==> src/sfs_pkg.sv <==
// shared types, constants and register codes for the sor flow sweep core
// no dependencies
package sfs_pkg;

    localparam int MAX_WIDTH_DEF  = 1024;
    localparam int MAX_HEIGHT_DEF = 1024;

    localparam int CFG_IDX_W  = 2;
    localparam int CFG_DATA_W = 32;

    localparam logic [CFG_IDX_W-1:0] CFG_FRAME_WIDTH  = 2'd0;
    localparam logic [CFG_IDX_W-1:0] CFG_FRAME_HEIGHT = 2'd1;
    localparam logic [CFG_IDX_W-1:0] CFG_SMOOTH       = 2'd2;
    localparam logic [CFG_IDX_W-1:0] CFG_RELAX        = 2'd3;

    localparam logic [10:0] FRAME_WIDTH_RST  = 11'd1024;
    localparam logic [10:0] FRAME_HEIGHT_RST = 11'd1024;
    localparam logic [31:0] SMOOTH_RST       = 32'd65536;
    localparam logic [14:0] RELAX_RST        = 15'd16384;
    localparam logic [15:0] RELAX_ONE        = 16'd16384;

    localparam logic OP_PIXEL = 1'b0;
    localparam logic OP_DRAIN = 1'b1;

    localparam int MUL_A_W = 49;
    localparam int MUL_B_W = 32;
    localparam int MUL_P_W = MUL_A_W + MUL_B_W;

    localparam int DIV_N_W   = 52;
    localparam int DIV_D_W   = 36;
    localparam int DIV_Q_W   = 48;
    localparam int DIV_STEPS = DIV_N_W + 16;

    typedef struct packed {
        logic        op;
        logic [31:0] j11;
        logic [31:0] j12;
        logic [31:0] j13;
        logic [31:0] j22;
        logic [31:0] j23;
        logic [31:0] u_old;
        logic [31:0] v_old;
    } in_beat_t;

    typedef struct packed {
        logic [31:0] u_new;
        logic [31:0] v_new;
        logic        frame_end;
        logic        fault;
    } out_beat_t;

    typedef struct packed {
        logic [31:0] j11;
        logic [31:0] j12;
        logic [31:0] j13;
        logic [31:0] j22;
        logic [31:0] j23;
        logic [31:0] v;
        logic [31:0] u;
    } pend_word_t;

    typedef struct packed {
        logic start;
        logic keep;
        logic b_signed;
    } mul_ctrl_t;

endpackage

==> src/sfs_mul.sv <==
// bit-serial shift-and-add multiplier, one bit of b per cycle, optional accumulate
// depends on sfs_pkg
module sfs_mul (
    input  logic                             clk,
    input  logic                             rst_n,
    input  sfs_pkg::mul_ctrl_t               ctrl,
    input  logic [sfs_pkg::MUL_A_W-1:0]      a,
    input  logic [sfs_pkg::MUL_B_W-1:0]      b,
    output logic                             done,
    output logic [sfs_pkg::MUL_P_W-1:0]      prod
);

    localparam int AW = sfs_pkg::MUL_A_W;
    localparam int BW = sfs_pkg::MUL_B_W;
    localparam int PW = sfs_pkg::MUL_P_W;
    localparam int CW = $clog2(BW);

    logic [PW-1:0] a_reg;
    logic [BW-1:0] b_reg;
    logic [PW-1:0] acc_reg;
    logic [CW-1:0] cnt_reg;
    logic          busy_reg;
    logic          done_reg;
    logic          bs_reg;
    logic          last;
    logic [PW-1:0] addend;

    assign last = cnt_reg == CW'(BW - 1);

    always_comb
    begin
        if (b_reg[0])
        begin
            addend = (last && bs_reg) ? (~a_reg + PW'(1)) : a_reg;
        end
        else
        begin
            addend = '0;
        end
    end

    always_ff @(posedge clk or negedge rst_n)
    begin
        if (!rst_n)
        begin
            busy_reg <= 1'b0;
            done_reg <= 1'b0;
            cnt_reg  <= '0;
        end
        else
        begin
            done_reg <= 1'b0;
            if (ctrl.start)
            begin
                busy_reg <= 1'b1;
                cnt_reg  <= '0;
            end
            else if (busy_reg)
            begin
                cnt_reg <= cnt_reg + CW'(1);
                if (last)
                begin
                    busy_reg <= 1'b0;
                    done_reg <= 1'b1;
                end
            end
        end
    end

    always_ff @(posedge clk)
    begin
        if (ctrl.start)
        begin
            a_reg  <= {{(PW-AW){a[AW-1]}}, a};
            b_reg  <= b;
            bs_reg <= ctrl.b_signed;
            if (!ctrl.keep)
            begin
                acc_reg <= '0;
            end
        end
        else if (busy_reg)
        begin
            acc_reg <= acc_reg + addend;
            a_reg   <= {a_reg[PW-2:0], 1'b0};
            b_reg   <= {1'b0, b_reg[BW-1:1]};
        end
    end

    assign done = done_reg;
    assign prod = acc_reg;

endmodule

==> config.mk <==
export PLATFORM = sky130hd
export DESIGN_NAME = sfs_mul
export DESIGN_NICKNAME = d
export VERILOG_FILES = /design/src/sfs_pkg.sv /design/src/sfs_mul.sv
export SDC_FILE = /design/constraint.sdc
export NUM_CORES = 1
export LEC_CHECK = 0
export ABC_AREA = 1
export BUFFER_PORTS_ARGS = -buffer_cell sky130_fd_sc_hd__buf_2
export CORE_MARGIN = 5
export CORE_UTILIZATION = 47
export DETAILED_ROUTE_END_ITERATION = 7
export GPL_TIMING_DRIVEN = 0
export PLACE_DENSITY = 0.67
export SYNTH_ARGS = -nofsm -noshare
export SYNTH_HDL_FRONTEND = slang
export SYNTH_SLANG_ARGS = --single-unit
export TNS_END_PERCENT = 100
==> constraint.sdc <==
create_clock -name clk -period 5.8 [get_ports clk]
set_input_delay 0 -clock clk [delete_from_list [all_inputs] [get_ports clk]]
set_output_delay 0 -clock clk [all_outputs]
set_load 0.05 [all_outputs]
==> flow_metrics.env <==
export IMPL_reg2reg_to="prod[64]$_SDFFCE_PP0P_"
export IMPL_avgRoutedWirePerCell_um=20.84
export IMPL_synth_top_cell_area_share=0.3457
export IMPL_num_vias=18633
export IMPL_start_util=0.4762
export IMPL_setup_viol=0
export IMPL_grt_pass1_vias=17287
export IMPL_first_pass_iters=6
export IMPL_leakage_uw=0.009055
export IMPL_die_y_um=199.8
export IMPL_maxSlewHeadroom=0.2105
export IMPL_cp_slowest_cell="clkbuf_1"
export IMPL_cts_max_level=1
export IMPL_grt_pass1_wl_um=102100
export IMPL_synth_main_ff_cell="edfxtp_1"
export IMPL_ant_nets=0
export IMPL_antenna_found_initial=0
export IMPL_synth_area_top_cells="edfxtp_1 35%, nand2_1 15%, nor2_1 8.8%"
export IMPL_worst_setup_path_start_kind="flop"
export IMPL_report_final_hold_viol_count=0
export IMPL_synth_async_reset_ratio=0.03465
export IMPL_ir_drop_mv=0.2636
export IMPL_post_cts_buffers=0
export IMPL_syn_to_final_growth_pct=18.50
export IMPL_path_class="reg -> reg"
export IMPL_initialDrtViolationCount=2056
export IMPL_r2r_slack_ns=0.44
export IMPL_status="completed"
export IMPL_rows=69
export IMPL_rr_startpoint="cnt_reg[1]$_DFFE_PN0P_"
export IMPL_max_cap_viol_count=0
export IMPL_cts_made_buffers=25
export IMPL_synthesis_nets=2718
export IMPL_slowest_delay_ns=0.67
export IMPL_dp_cells=3181
export IMPL_cp_startpoint="cnt_reg[1]$_DFFE_PN0P_"
export IMPL_synth_largest_area_cell="edfxtp_1"
export IMPL_ys_types=46
export IMPL_cp_max_fo=10
export IMPL_antenna_cells=0
export IMPL_dp_hpwl_um=55170
export IMPL_synth_most_common_cell="nand2_1"
export IMPL_cts_root_buf="clkbuf_16"
export IMPL_hold_class="in -> reg"
export IMPL_crit_arrival_ns=5.70
export IMPL_synth_edf_count=195
export IMPL_p_per_area_nw_per_um2=262.0
export IMPL_path_delay_family="simple AND/OR/NAND/NOR gates"
export IMPL_coreArea_um2=35570
export IMPL_finalCriticalPeriod_ns=5.365
export IMPL_worst_pin_slew_ns=1.184
export IMPL_yosys_top_cells_count="676 x nand2_1, 398 x nor2_1, 335 x inv_1, 265 x a21oi_1, 241 x o21ai_0"
export IMPL_clk_path_buf_depth=3
export IMPL_cp_cell_sequence="ha_1 > nand2_1 > nor2_1 > ha_1 > nand2_2 > clkbuf_1 > clkbuf_1 > nor3_1 > nor3_1 > ha_1 > nand2_1 > nand2_1 > nand2_1 > nand2_1 > nand2_1 > nand2_1 > nand2_1 > nand2_1 > nand2_1 > nand3_1 > a21oi_1 > nand2_1 > nand2_1 > nor2_1"
export IMPL_pin_count=168
export IMPL_clock_sinks=202
export IMPL_drive_gt1_frac=0.08922
export IMPL_synthCells=2548
export IMPL_dieArea_um2=39940
export IMPL_finalMaxSlewViolations=0
export IMPL_ys_seq_area_frac=0.3560
export IMPL_critPathBufInv=2
export IMPL_max_freq_mhz=186.4
export IMPL_yosysWarnings=0
export IMPL_place_congestion=0.9902
export IMPL_avgSynthCellArea_um2=6.648
export IMPL_cp_end_kind="flop"
export IMPL_rsz0062_at_grt="false"
export IMPL_grtUsageTotal=0.3370
export IMPL_crit_top_cell="nand2_1"
export IMPL_layout_nets=3002
export IMPL_stdcell_area_um2=20070
export IMPL_syn_area_um2=16940
export IMPL_r2r_cells=24
export IMPL_place_area_um2=18470
export IMPL_clock_skew_ns=0.03372
export IMPL_numPortBuffers=167
export IMPL_die_w_um=199.8
export IMPL_clk_latency_ns=0.58
export IMPL_clk_pin_slew_worst_paths_ns=0.06
export IMPL_grt_overflow_total=0
export IMPL_drt_vias_per_instance=5.633
export IMPL_cts_tree="done"
export IMPL_layout_worst_path_cycle_share=0.9250
export IMPL_grt_max_degree=70
export IMPL_crit_end="prod[64]$_SDFFCE_PP0P_"
export IMPL_cp_num_cells=24
export IMPL_wl_um=68940
export IMPL_required_ns=6.13
export IMPL_route_detailed_drc=0
export IMPL_ys_ff_latch=202
export IMPL_instances_no_fill=3308
-- area by class of cell --
| class | instances | area (µm²) |
|---|---|---|
| well taps | 461 | 576.8 |
| inverters | 340 | 1279 |
| flip-flops and latches | 202 | 6031 |
| repair buffers | 258 | 1804 |
| fillers | 3556 | 15500 |
| clock inverters | 10 | 90.09 |
| plain buffers | 50 | 229.0 |
| clock buffers | 32 | 651.9 |
| multi-input cells | 1955 | 9410 |
-- logic make-up after synthesis --
logic type      share of synthesized area
fa+ha+maj                         0.06249
compound gates                     0.1742
xor+xnor                         0.003620
buf+inv                           0.08908
simple gates                       0.3146
flops                              0.3560
-- power by group --
| part | switching, µW | total (µW) | internal, µW |
|---|---|---|---|
| registers | 148 | 1970 | 1820 |
| logic | 1290 | 1780 | 490 |
| clock network | 678 | 1510 | 837 |
-- stage by stage --
stage | utilization | setup TNS, ns | setup slack, ns | hold WS (ns) | power [µW]
after floorplan | - | 0 | 0.6497 | -0.2956 | 3134
after global routing | 0.5643 | 0 | 0.2499 | 0.1475 | 5501
after detailed placement | 0.5193 | 0 | 0.4277 | -0.1517 | 3694
after global placement | 0.5159 | -320.30 | -3.959 | -0.1583 | 3680
final | 0.5643 | 0 | 0.4353 | 0.1504 | 5259
after CTS | 0.5644 | 0 | 0.3866 | 0.1301 | 5245
-- how the worst min path moves through the flow --
stage	start	endpoint	slack, ns	cells past startpoint
6_report	ctrl[0]	bs_reg$_DFFE_PP_	0.15	2
5_1_grt	ctrl[0]	bs_reg$_DFFE_PP_	0.15	2
4_1_cts	ctrl[0]	bs_reg$_DFFE_PP_	0.13	2
3_5_place_dp	rst_n	done$_DFF_PN0_	-0.15	1
3_3_place_gp	rst_n	done$_DFF_PN0_	-0.16	1
2_1_floorplan	rst_n	busy_reg$_DFF_PN0_	-0.30	0
-- per-layer routing --
metal / GRT usage / vias to the layer above / routed length, µm
li1: - / 9025 / -
met1: 0.4575 / 8527 / 28060
met2: 0.5594 / 966 / 31710
met3: 0.05321 / 115 / 6904
met4: 0.1016 / 0 / 2255
met5: 0 / - / 0
-- placed cells by master (no fill, tap or decap), types with 4 or more instances in the layout --
cell type / netlist / layout
ha_1: 83 / 83
a21oi_1: 265 / 264
clkbuf_16: 0 / 25
edfxtp_1: 195 / 195
a31oi_1: 4 / 4
o21bai_1: 21 / 21
nand3b_1: 7 / 7
inv_2: 4 / 4
nand4_1: 31 / 31
nor2_2: 11 / 11
nand2_2: 8 / 8
dfrtp_1: 7 / 7
nand2_1: 676 / 676
nor4_1: 10 / 10
o21ai_0: 241 / 241
nor2_1: 398 / 398
buf_12: 0 / 4
o21a_1: 9 / 9
inv_1: 335 / 334
a211oi_1: 5 / 5
clkinv_1: 1 / 4
clkbuf_1: 38 / 44
dlygate4sd3_1: 0 / 86
nand3_1: 97 / 97
buf_2: 5 / 172
clkinv_2: 0 / 4
buf_1: 4 / 4
nor3_1: 52 / 52
xor2_1: 7 / 7
-- timing repair --
| action | in CTS | in global routing |
|---|---|---|
| endpoints found under the hold margin | 133 | 0 |
| hold buffers | 86 | 0 |
| setup endpoints to repair | 0 | 2 |
| gates resized for setup | 0 | 0 |
(Power assumes the default switching activity.)
