<file path="config.mk">
export PLATFORM = sky130hd
export DESIGN_NAME = sfs_div
export DESIGN_NICKNAME = d
export VERILOG_FILES = /design/src/sfs_pkg.sv /design/src/sfs_div.sv
export SDC_FILE = /design/constraint.sdc
export NUM_CORES = 1
export LEC_CHECK = 0
export ABC_AREA = 1
export BUFFER_PORTS_ARGS = -buffer_cell sky130_fd_sc_hd__buf_2
export CAP_MARGIN = 15
export CORE_UTILIZATION = 50
export CTS_CLUSTER_DIAMETER = 200
export CTS_CLUSTER_SIZE = 40
export DETAILED_ROUTE_END_ITERATION = 12
export HOLD_SLACK_MARGIN = 0.15
export PLACE_DENSITY = 0.71
export SETUP_SLACK_MARGIN = 0.1
export SYNTH_ARGS = -nofsm -noshare
export SYNTH_HDL_FRONTEND = slang
export SYNTH_SLANG_ARGS = --single-unit
</file>
<file path="constraint.sdc">
create_clock -name clk -period 3.2 [get_ports clk]
set_clock_uncertainty 0.1 [all_clocks]
set_input_delay 0.16 -clock clk [delete_from_list [all_inputs] [get_ports clk]]
set_output_delay 0.16 -clock clk [all_outputs]
set_load 0.02 [all_outputs]
</file>
<file path="src/sfs_pkg.sv">
// shared types, constants and register codes for the sor flow sweep core
// no dependencies
package sfs_pkg;

    localparam int MAX_WIDTH_DEF  = 1024;
    localparam int MAX_HEIGHT_DEF = 1024;

    localparam int CFG_IDX_W  = 2;
    localparam int CFG_DATA_W = 32;

    localparam logic [CFG_IDX_W-1:0] CFG_FRAME_WIDTH  = 2'd0;
    localparam logic [CFG_IDX_W-1:0] CFG_FRAME_HEIGHT = 2'd1;
    localparam logic [CFG_IDX_W-1:0] CFG_SMOOTH       = 2'd2;
    localparam logic [CFG_IDX_W-1:0] CFG_RELAX        = 2'd3;

    localparam logic [10:0] FRAME_WIDTH_RST  = 11'd1024;
    localparam logic [10:0] FRAME_HEIGHT_RST = 11'd1024;
    localparam logic [31:0] SMOOTH_RST       = 32'd65536;
    localparam logic [14:0] RELAX_RST        = 15'd16384;
    localparam logic [15:0] RELAX_ONE        = 16'd16384;

    localparam logic OP_PIXEL = 1'b0;
    localparam logic OP_DRAIN = 1'b1;

    localparam int MUL_A_W = 49;
    localparam int MUL_B_W = 32;
    localparam int MUL_P_W = MUL_A_W + MUL_B_W;

    localparam int DIV_N_W   = 52;
    localparam int DIV_D_W   = 36;
    localparam int DIV_Q_W   = 48;
    localparam int DIV_STEPS = DIV_N_W + 16;

    typedef struct packed {
        logic        op;
        logic [31:0] j11;
        logic [31:0] j12;
        logic [31:0] j13;
        logic [31:0] j22;
        logic [31:0] j23;
        logic [31:0] u_old;
        logic [31:0] v_old;
    } in_beat_t;

    typedef struct packed {
        logic [31:0] u_new;
        logic [31:0] v_new;
        logic        frame_end;
        logic        fault;
    } out_beat_t;

    typedef struct packed {
        logic [31:0] j11;
        logic [31:0] j12;
        logic [31:0] j13;
        logic [31:0] j22;
        logic [31:0] j23;
        logic [31:0] v;
        logic [31:0] u;
    } pend_word_t;

    typedef struct packed {
        logic start;
        logic keep;
        logic b_signed;
    } mul_ctrl_t;

endpackage

</file>
<file path="src/sfs_div.sv">
// restoring divider, one quotient bit per cycle, quotient of num*2^16/den clamped to 2^47
// depends on sfs_pkg
module sfs_div (
    input  logic                           clk,
    input  logic                           rst_n,
    input  logic                           start,
    input  logic [sfs_pkg::DIV_N_W-1:0]    num,
    input  logic [sfs_pkg::DIV_D_W-1:0]    den,
    output logic                           done,
    output logic [sfs_pkg::DIV_Q_W-1:0]    mag
);

    localparam int NW = sfs_pkg::DIV_N_W;
    localparam int DW = sfs_pkg::DIV_D_W;
    localparam int QW = sfs_pkg::DIV_Q_W;
    localparam int SW = sfs_pkg::DIV_STEPS;
    localparam int CW = $clog2(SW);

    logic [SW-1:0] dvd_reg;
    logic [DW-1:0] rem_reg;
    logic [DW-1:0] den_reg;
    logic [QW-1:0] q_reg;
    logic          ovf_reg;
    logic [CW-1:0] cnt_reg;
    logic          busy_reg;
    logic          done_reg;
    logic [DW:0]   trial;
    logic [DW:0]   diff;
    logic          ge;
    logic          last;

    assign trial = {rem_reg, dvd_reg[SW-1]};
    assign diff  = trial - {1'b0, den_reg};
    assign ge    = trial >= {1'b0, den_reg};
    assign last  = cnt_reg == CW'(SW - 1);

    always_ff @(posedge clk or negedge rst_n)
    begin
        if (!rst_n)
        begin
            busy_reg <= 1'b0;
            done_reg <= 1'b0;
            cnt_reg  <= '0;
        end
        else
        begin
            done_reg <= 1'b0;
            if (start)
            begin
                busy_reg <= 1'b1;
                cnt_reg  <= '0;
            end
            else if (busy_reg)
            begin
                cnt_reg <= cnt_reg + CW'(1);
                if (last)
                begin
                    busy_reg <= 1'b0;
                    done_reg <= 1'b1;
                end
            end
        end
    end

    always_ff @(posedge clk)
    begin
        if (start)
        begin
            dvd_reg <= {num, 16'b0};
            den_reg <= den;
            rem_reg <= '0;
            q_reg   <= '0;
            ovf_reg <= 1'b0;
        end
        else if (busy_reg)
        begin
            rem_reg <= ge ? diff[DW-1:0] : trial[DW-1:0];
            q_reg   <= {q_reg[QW-2:0], ge};
            ovf_reg <= ovf_reg | q_reg[QW-1];
            dvd_reg <= {dvd_reg[SW-2:0], 1'b0};
        end
    end

    assign done = done_reg;
    assign mag  = (ovf_reg || q_reg[QW-1]) ? {1'b1, {(QW-1){1'b0}}} : q_reg;

endmodule

</file>
==> results of run 1 <==
## metrics by stage
step / hold WS [ns] / instance area, µm² / setup WS, ns / utilization [%]
6_report: 0.330 / 12500 / 0.411 / 63.7
2_1_floorplan: -0.236 / 10100 / 0.419 / -
5_1_grt: 0.320 / 12500 / 0.142 / 63.7
3_3_place_gp: -0.0759 / 11000 / 0.456 / 55.9
3_5_place_dp: -0.0774 / 11000 / 0.409 / 55.9
4_1_cts: 0.316 / 12500 / 0.394 / 63.6
## report_power, final
group	switching, W	internal, W
Clock	0.00106	0.00105
Sequential	0.000192	0.00276
Combinational	0.00231	0.00124
Total	0.00356	0.00505
## critical path, stage by stage (launching register included)
cell and delay [ns]:
dfxtp_1 0.33, ha_1 0.36, nand2_1 0.13, inv_1 0.06, a21oi_1 0.13, nand2_1 0.20, nand2_1 0.13, nand2_2 0.11
nand2_1 0.12, nand2_1 0.10, nand2_2 0.48, nand4_1 0.25, nand2_1 0.11, nor2_1 0.04, nor2_1 0.07
## final timing paths
path,start,endpoint,slack (ns),depth (start not counted)
min,den[35],den_reg[35]$_DFFE_PP_,0.33,2
min in group asynchronous,rst_n,cnt_reg[3]$_DFFE_PN0P_,0.63,3
min reg2reg,ovf_reg$_SDFFE_PP0P_,ovf_reg$_SDFFE_PP0P_,0.37,2
max reg2reg,rem_reg[2]$_SDFFE_PP0P_,rem_reg[27]$_SDFFE_PP0P_,0.41,14
max in group asynchronous,rst_n,cnt_reg[0]$_DFFE_PN0P_,2.06,3
max,rem_reg[2]$_SDFFE_PP0P_,rem_reg[27]$_SDFFE_PP0P_,0.41,14
## layer usage
metal | vias to the layer above | GRT usage (%) | wire length [µm]
met5 | - | 0 | 0
met2 | 255 | 46.8 | 13300
li1 | 4808 | - | -
met4 | 0 | 7.78 | 430
met1 | 4327 | 35.8 | 12300
met3 | 31 | 4.77 | 1420
## synth_stat cells (all sizes together)
cell type,number,area (µm²)
dfxtp,85,1700
o22ai,48,300
buf,20,138
edfxtp,88,2640
xnor2,4,35.0
nand3b,4,30.0
xor2,13,114
nand2,491,1870
o21ai,20,100
nor2,144,548
clkbuf,27,101
a21oi,33,169
dfrtp,9,225
nand4,32,215
nor4,1,6.26
fa,1,20.0
inv,229,860
a22o,1,8.76
o21a,1,7.51
o21bai,2,15.0
ha,37,463
o211ai,2,15.0
clkinv,1,3.75
nand3,78,390
nor3,13,70.1
or2,4,25.0
## layout make-up
cell class | count | area, µm² | share of cell area, %
clock buffers | 17 | 425 | 3.41
clock inverters | 15 | 166 | 1.33
inverters | 230 | 865 | 6.93
multi-input cells | 929 | 4400 | 35.3
flip-flops and latches | 182 | 4570 | 36.6
well taps | 265 | 332 | 2.66
repair buffers | 242 | 1720 | 13.8
## cells by family after synthesis
kind of cell	share of synthesized area (%)
AND/OR/NAND/NOR	31.3
XOR/XNOR	1.48
AO/OA/AOI/OAI	6.11
buffers and inverters	10.9
adder cells (fa/ha/maj)	4.79
flip-flops	45.4
==> results.sh, run 1 <==
export IMPL_wl_per_cell_um=14.6
export IMPL_ant_nets=0
export IMPL_num_antenna_cells=0
export IMPL_die_height_um=144
export IMPL_viasPerCell=5.01
export IMPL_area_growth_pct=23.9
export IMPL_yosysWarningCount=0
export IMPL_routed_wl_mm=27.4
export IMPL_dieWidth_um=144
export IMPL_drtIter0Drc=608
export IMPL_status="completed"
export IMPL_fin_cells=1880
export IMPL_yosysUniqueCellTypes=36
export IMPL_pin_count=140
export IMPL_slew_limit_headroom_pct=45.3
export IMPL_final_common_cell="nand2_1"
export IMPL_grt_pass1_vias=8960
export IMPL_cts_sinks=182
export IMPL_dp_hpwl_mm=18.5
export IMPL_cts_setup_buffers=0
export IMPL_crit_fanout=24
export IMPL_fill_cells=1764
export IMPL_grt_overflow=0
export IMPL_p_leak_nw=6.41
export IMPL_hold_viol_final=0
export IMPL_grt_pass1_wl_mm=44.0
export IMPL_rows=51
export IMPL_drive_gt1_share_pct=12.8
export IMPL_end_kind="flip-flop"
export IMPL_syn_num_nets=1517
export IMPL_place_congestion=0.947
export IMPL_critPathRequiredTime_ns=3.48
export IMPL_io_buffers=139
export IMPL_synthesis_area_um2=10100
export IMPL_dr_pass1_iters=6
export IMPL_setup_violations=0
export IMPL_rsz0062_at_grt="no"
export IMPL_root_buffer="clkbuf_16"
export IMPL_dieArea_um2=20700
export IMPL_nets=1731
export IMPL_clk_latency_ns=0.44
export IMPL_slew_viol_final=0
export IMPL_cts_max_path_buffers=2
export IMPL_final_cell_mix="481 x nand2_1, 221 x inv_1, 141 x nor2_1"
export IMPL_tritoncts="yes"
export IMPL_cp_start_kind="flip-flop"
export IMPL_grtUsageTotal_pct=27.5
export IMPL_antenna_found_initial=0
export IMPL_setup_tns_ns=0
export IMPL_ys_seq_area_share_pct=45.4
export IMPL_fin_crit_ns=2.79
export IMPL_drc_errors=0
export IMPL_cts_resized=0
export IMPL_clk_pin_slew_ns=0.08
export IMPL_dp_cells=1756
export IMPL_largest_reg_flops=52
export IMPL_post_route_period_util_pct=87.1
export IMPL_htreeDepth=4
export IMPL_routed_via_count=9421
export IMPL_hold_buffers=91
export IMPL_critPathKind="flip-flop to flip-flop"
export IMPL_postSynthCellCount=1388
export IMPL_cts_buffers=17
export IMPL_pwr_density_cell_nw_per_um2=690
export IMPL_crit_arrival_ns=3.07
export IMPL_grt_start_max_net_pins=101
export IMPL_total_power_w=0.00861
export IMPL_worst_slew_pin_slew_ns=0.819
export IMPL_maxCapViolCount=0
export IMPL_min_path_type="input port to flip-flop"
export IMPL_start_util_pct=51.4
export IMPL_vdd_drop_max_uv=410
export IMPL_core_um2=19600
export IMPL_synth_seq_cells=182
export IMPL_max_freq_ghz=0.359
export IMPL_avgSynthCellArea_um2=7.26
No activity file was read; power rests on OpenSTA's default activity.
==> inputs of run 2 (changes only) <==
ABC_AREA = not set   (was 1)
HOLD_SLACK_MARGIN = not set   (was 0.15)
==> results.sh, run 2 <==
export IMPL_synthArstFlopShare_pct=4.95
export IMPL_dieArea_um2=19400
export IMPL_clk_pin_slew_ns=0.08
export IMPL_grt_pass1_wl_mm=34.2
export IMPL_maxCapViolCount=0
export IMPL_antenna_found_initial=2
export IMPL_dieWidth_um=139
export IMPL_holdWs_ns=0.00613
export IMPL_worst_slew_pin_slew_ns=0.852
export IMPL_status="completed"
export IMPL_netlist_top_cells_area="edfxtp_1 28%, dfxtp_1 18%, mux2i_1 7.7%"
export IMPL_p_leak_nw=5.50
export IMPL_core_um2=18200
export IMPL_cp_start_kind="flip-flop"
export IMPL_hold_viol_final=0
export IMPL_nets=1241
export IMPL_fin_crit_ns=3.00
export IMPL_drive_gt1_share_pct=23.8
export IMPL_viasPerCell=5.31
export IMPL_crit_arrival_ns=3.24
export IMPL_routed_via_count=7199
export IMPL_setup_tns_ns=0
export IMPL_synthesis_area_um2=9450
export IMPL_grtUsageTotal_pct=21.9
export IMPL_setup_violations=0
export IMPL_drtIter0Drc=460
export IMPL_critPathRequiredTime_ns=3.44
export IMPL_synth_seq_cells=182
export IMPL_avgSynthCellArea_um2=10.6
export IMPL_start_util_pct=51.9
export IMPL_htreeDepth=4
export IMPL_rsz0062_at_grt="yes"
export IMPL_dp_hpwl_mm=13.3
export IMPL_cts_buffers=17
export IMPL_final_common_cell="buf_2"
export IMPL_ys_seq_area_share_pct=48.4
export IMPL_max_freq_ghz=0.333
export IMPL_dr_pass1_iters=7
export IMPL_yosysMostFrequentCell="nor2_1"
export IMPL_routed_wl_mm=20.8
export IMPL_synth_edff_count=88
export IMPL_syn_num_nets=1020
export IMPL_largest_reg_flops=52
export IMPL_rows=49
export IMPL_cts_max_path_buffers=2
export IMPL_cts_sinks=182
export IMPL_final_cell_mix="138 x buf_2, 107 x nor2_1, 91 x dlygate4sd3_1"
export IMPL_pin_count=140
export IMPL_slew_limit_headroom_pct=43.2
export IMPL_root_buffer="clkbuf_16"
export IMPL_min_path_type="input port to flip-flop"
export IMPL_yosys_area_top_type="edfxtp_1"
export IMPL_postSynthCellCount=891
export IMPL_place_congestion=0.856
export IMPL_synth_commonest_cells="108 x nor2_1, 88 x edfxtp_1, 85 x dfxtp_1, 73 x mux2i_1, 51 x mux2_2"
export IMPL_end_kind="flip-flop"
export IMPL_io_buffers=139
export IMPL_slew_viol_final=0
export IMPL_drc_errors=0
export IMPL_wl_per_cell_um=15.4
export IMPL_area_growth_pct=26.8
export IMPL_post_route_period_util_pct=93.7
export IMPL_ant_nets=0
export IMPL_ys_flop_type="edfxtp_1"
export IMPL_grt_pass1_vias=7063
export IMPL_grt_overflow=0
export IMPL_critPathKind="flip-flop to flip-flop"
export IMPL_vdd_drop_max_uv=438
export IMPL_yosysWarningCount=0
export IMPL_clk_latency_ns=0.44
export IMPL_tritoncts="yes"
export IMPL_synth_top_area_share_pct=28.0
export IMPL_yosysUniqueCellTypes=66
export IMPL_die_height_um=139
export IMPL_crit_fanout=9
export IMPL_grt_start_max_net_pins=77
export IMPL_pwr_density_cell_nw_per_um2=671
run 2: cell count changes after synthesis, sizes merged, moves of 48 or more:
cell | before | now
mux2i | 0 | 73
o22ai | 48 | 0
nand3 | 78 | 7
mux2 | 0 | 51
nand2 | 491 | 43
and2 | 0 | 49
inv | 229 | 48
run 2: path summary, 6_finish.rpt:
kind                                 startpoint                       end  slack (ns)  depth (start not counted)
setup / recovery           den_reg[4]$_DFFE_PP_  rem_reg[31]$_SDFFE_PP0P_        0.20                         11
hold / removal                            start    cnt_reg[3]$_DFFE_PN0P_       0.006                          2
setup reg to reg           den_reg[4]$_DFFE_PP_  rem_reg[31]$_SDFFE_PP0P_        0.20                         11
hold reg to reg            ovf_reg$_SDFFE_PP0P_      ovf_reg$_SDFFE_PP0P_        0.39                          2
max in group asynchronous                 rst_n    cnt_reg[0]$_DFFE_PN0P_        1.73                          4
min in group asynchronous                 rst_n    cnt_reg[3]$_DFFE_PN0P_        0.54                          3
run 2: metal layers:
layer / vias to the layer above / global-route usage, % / part of all wire (%) / wire length, µm
met5: - / 0 / 0 / 0
met4: 0 / 7.95 / 1.8 / 383
met3: 31 / 5.26 / 4.6 / 954
met2: 162 / 36.1 / 48 / 9990
met1: 3389 / 28.0 / 46 / 9520
li1: 3617 / - / - / -
run 2: kinds of logic (layout without fill, tap and decap cells):
group	count (synthesis)	count (layout)	share of synthesized area, %
AND/OR/NAND/NOR	256	256	13.1
XOR/XNOR	37	37	3.43
buffers and inverters	94	328	4.13
AO/OA/AOI/OAI	160	160	12.0
flip-flops	182	182	48.4
other	0	3	0
multiplexers	124	124	13.8
adder cells (fa/ha/maj)	38	38	5.11
run 2: layout make-up:
class / instances / area (µm²)
repair buffers: 248 / 1750
diodes: 3 / 7.51
multi-input cells: 615 / 4560
inverters: 48 / 180
clock inverters: 13 / 145
well taps: 229 / 287
flip-flops and latches: 182 / 4570
clock buffers: 19 / 475
fillers: 1453 / 6230
run 2: per-stage QoR:
stage | total power, W | cells | worst slack, ns | utilization (%) | cell area, µm²
after floorplan | 0.00513 | 891 | 0.532 | - | 9450
after global placement | 0.00566 | 1229 | 0.0194 | 56.8 | 10400
after detailed placement | 0.00568 | 1229 | 0.0282 | 56.8 | 10400
after CTS | 0.00799 | 1352 | 0.108 | 65.3 | 11900
after global routing | 0.00852 | 1356 | 0.0482 | 65.8 | 12000
final | 0.00804 | 1357 | 0.201 | 65.8 | 12000
run 2: what timing repair did:
action / CTS / global route
hold buffers: 91 / 0
pin swaps: 0 / 0
resized for setup: 2 / 10
endpoints found under the hold margin: 97 / 0
endpoints found under the setup margin: 10 / 30
setup buffers: 0 / 2
run 2: critical path, cell delays in order, from the launching register on:
cell and delay (ns):
edfxtp_1 0.33, inv_1 0.04, ha_1 0.34, a21o_1 0.20, a31oi_1 0.18, o21ai_2 0.13, a21oi_2 0.26, o41ai_4 0.10
o21ba_2 0.26, a31oi_2 0.52, nand2_1 0.13, a311oi_2 0.31
run 2: power breakdown:
group	switching (W)	internal (W)
Combinational	0.00156	0.00134
Sequential	0.000203	0.00276
Clock	0.00103	0.00114
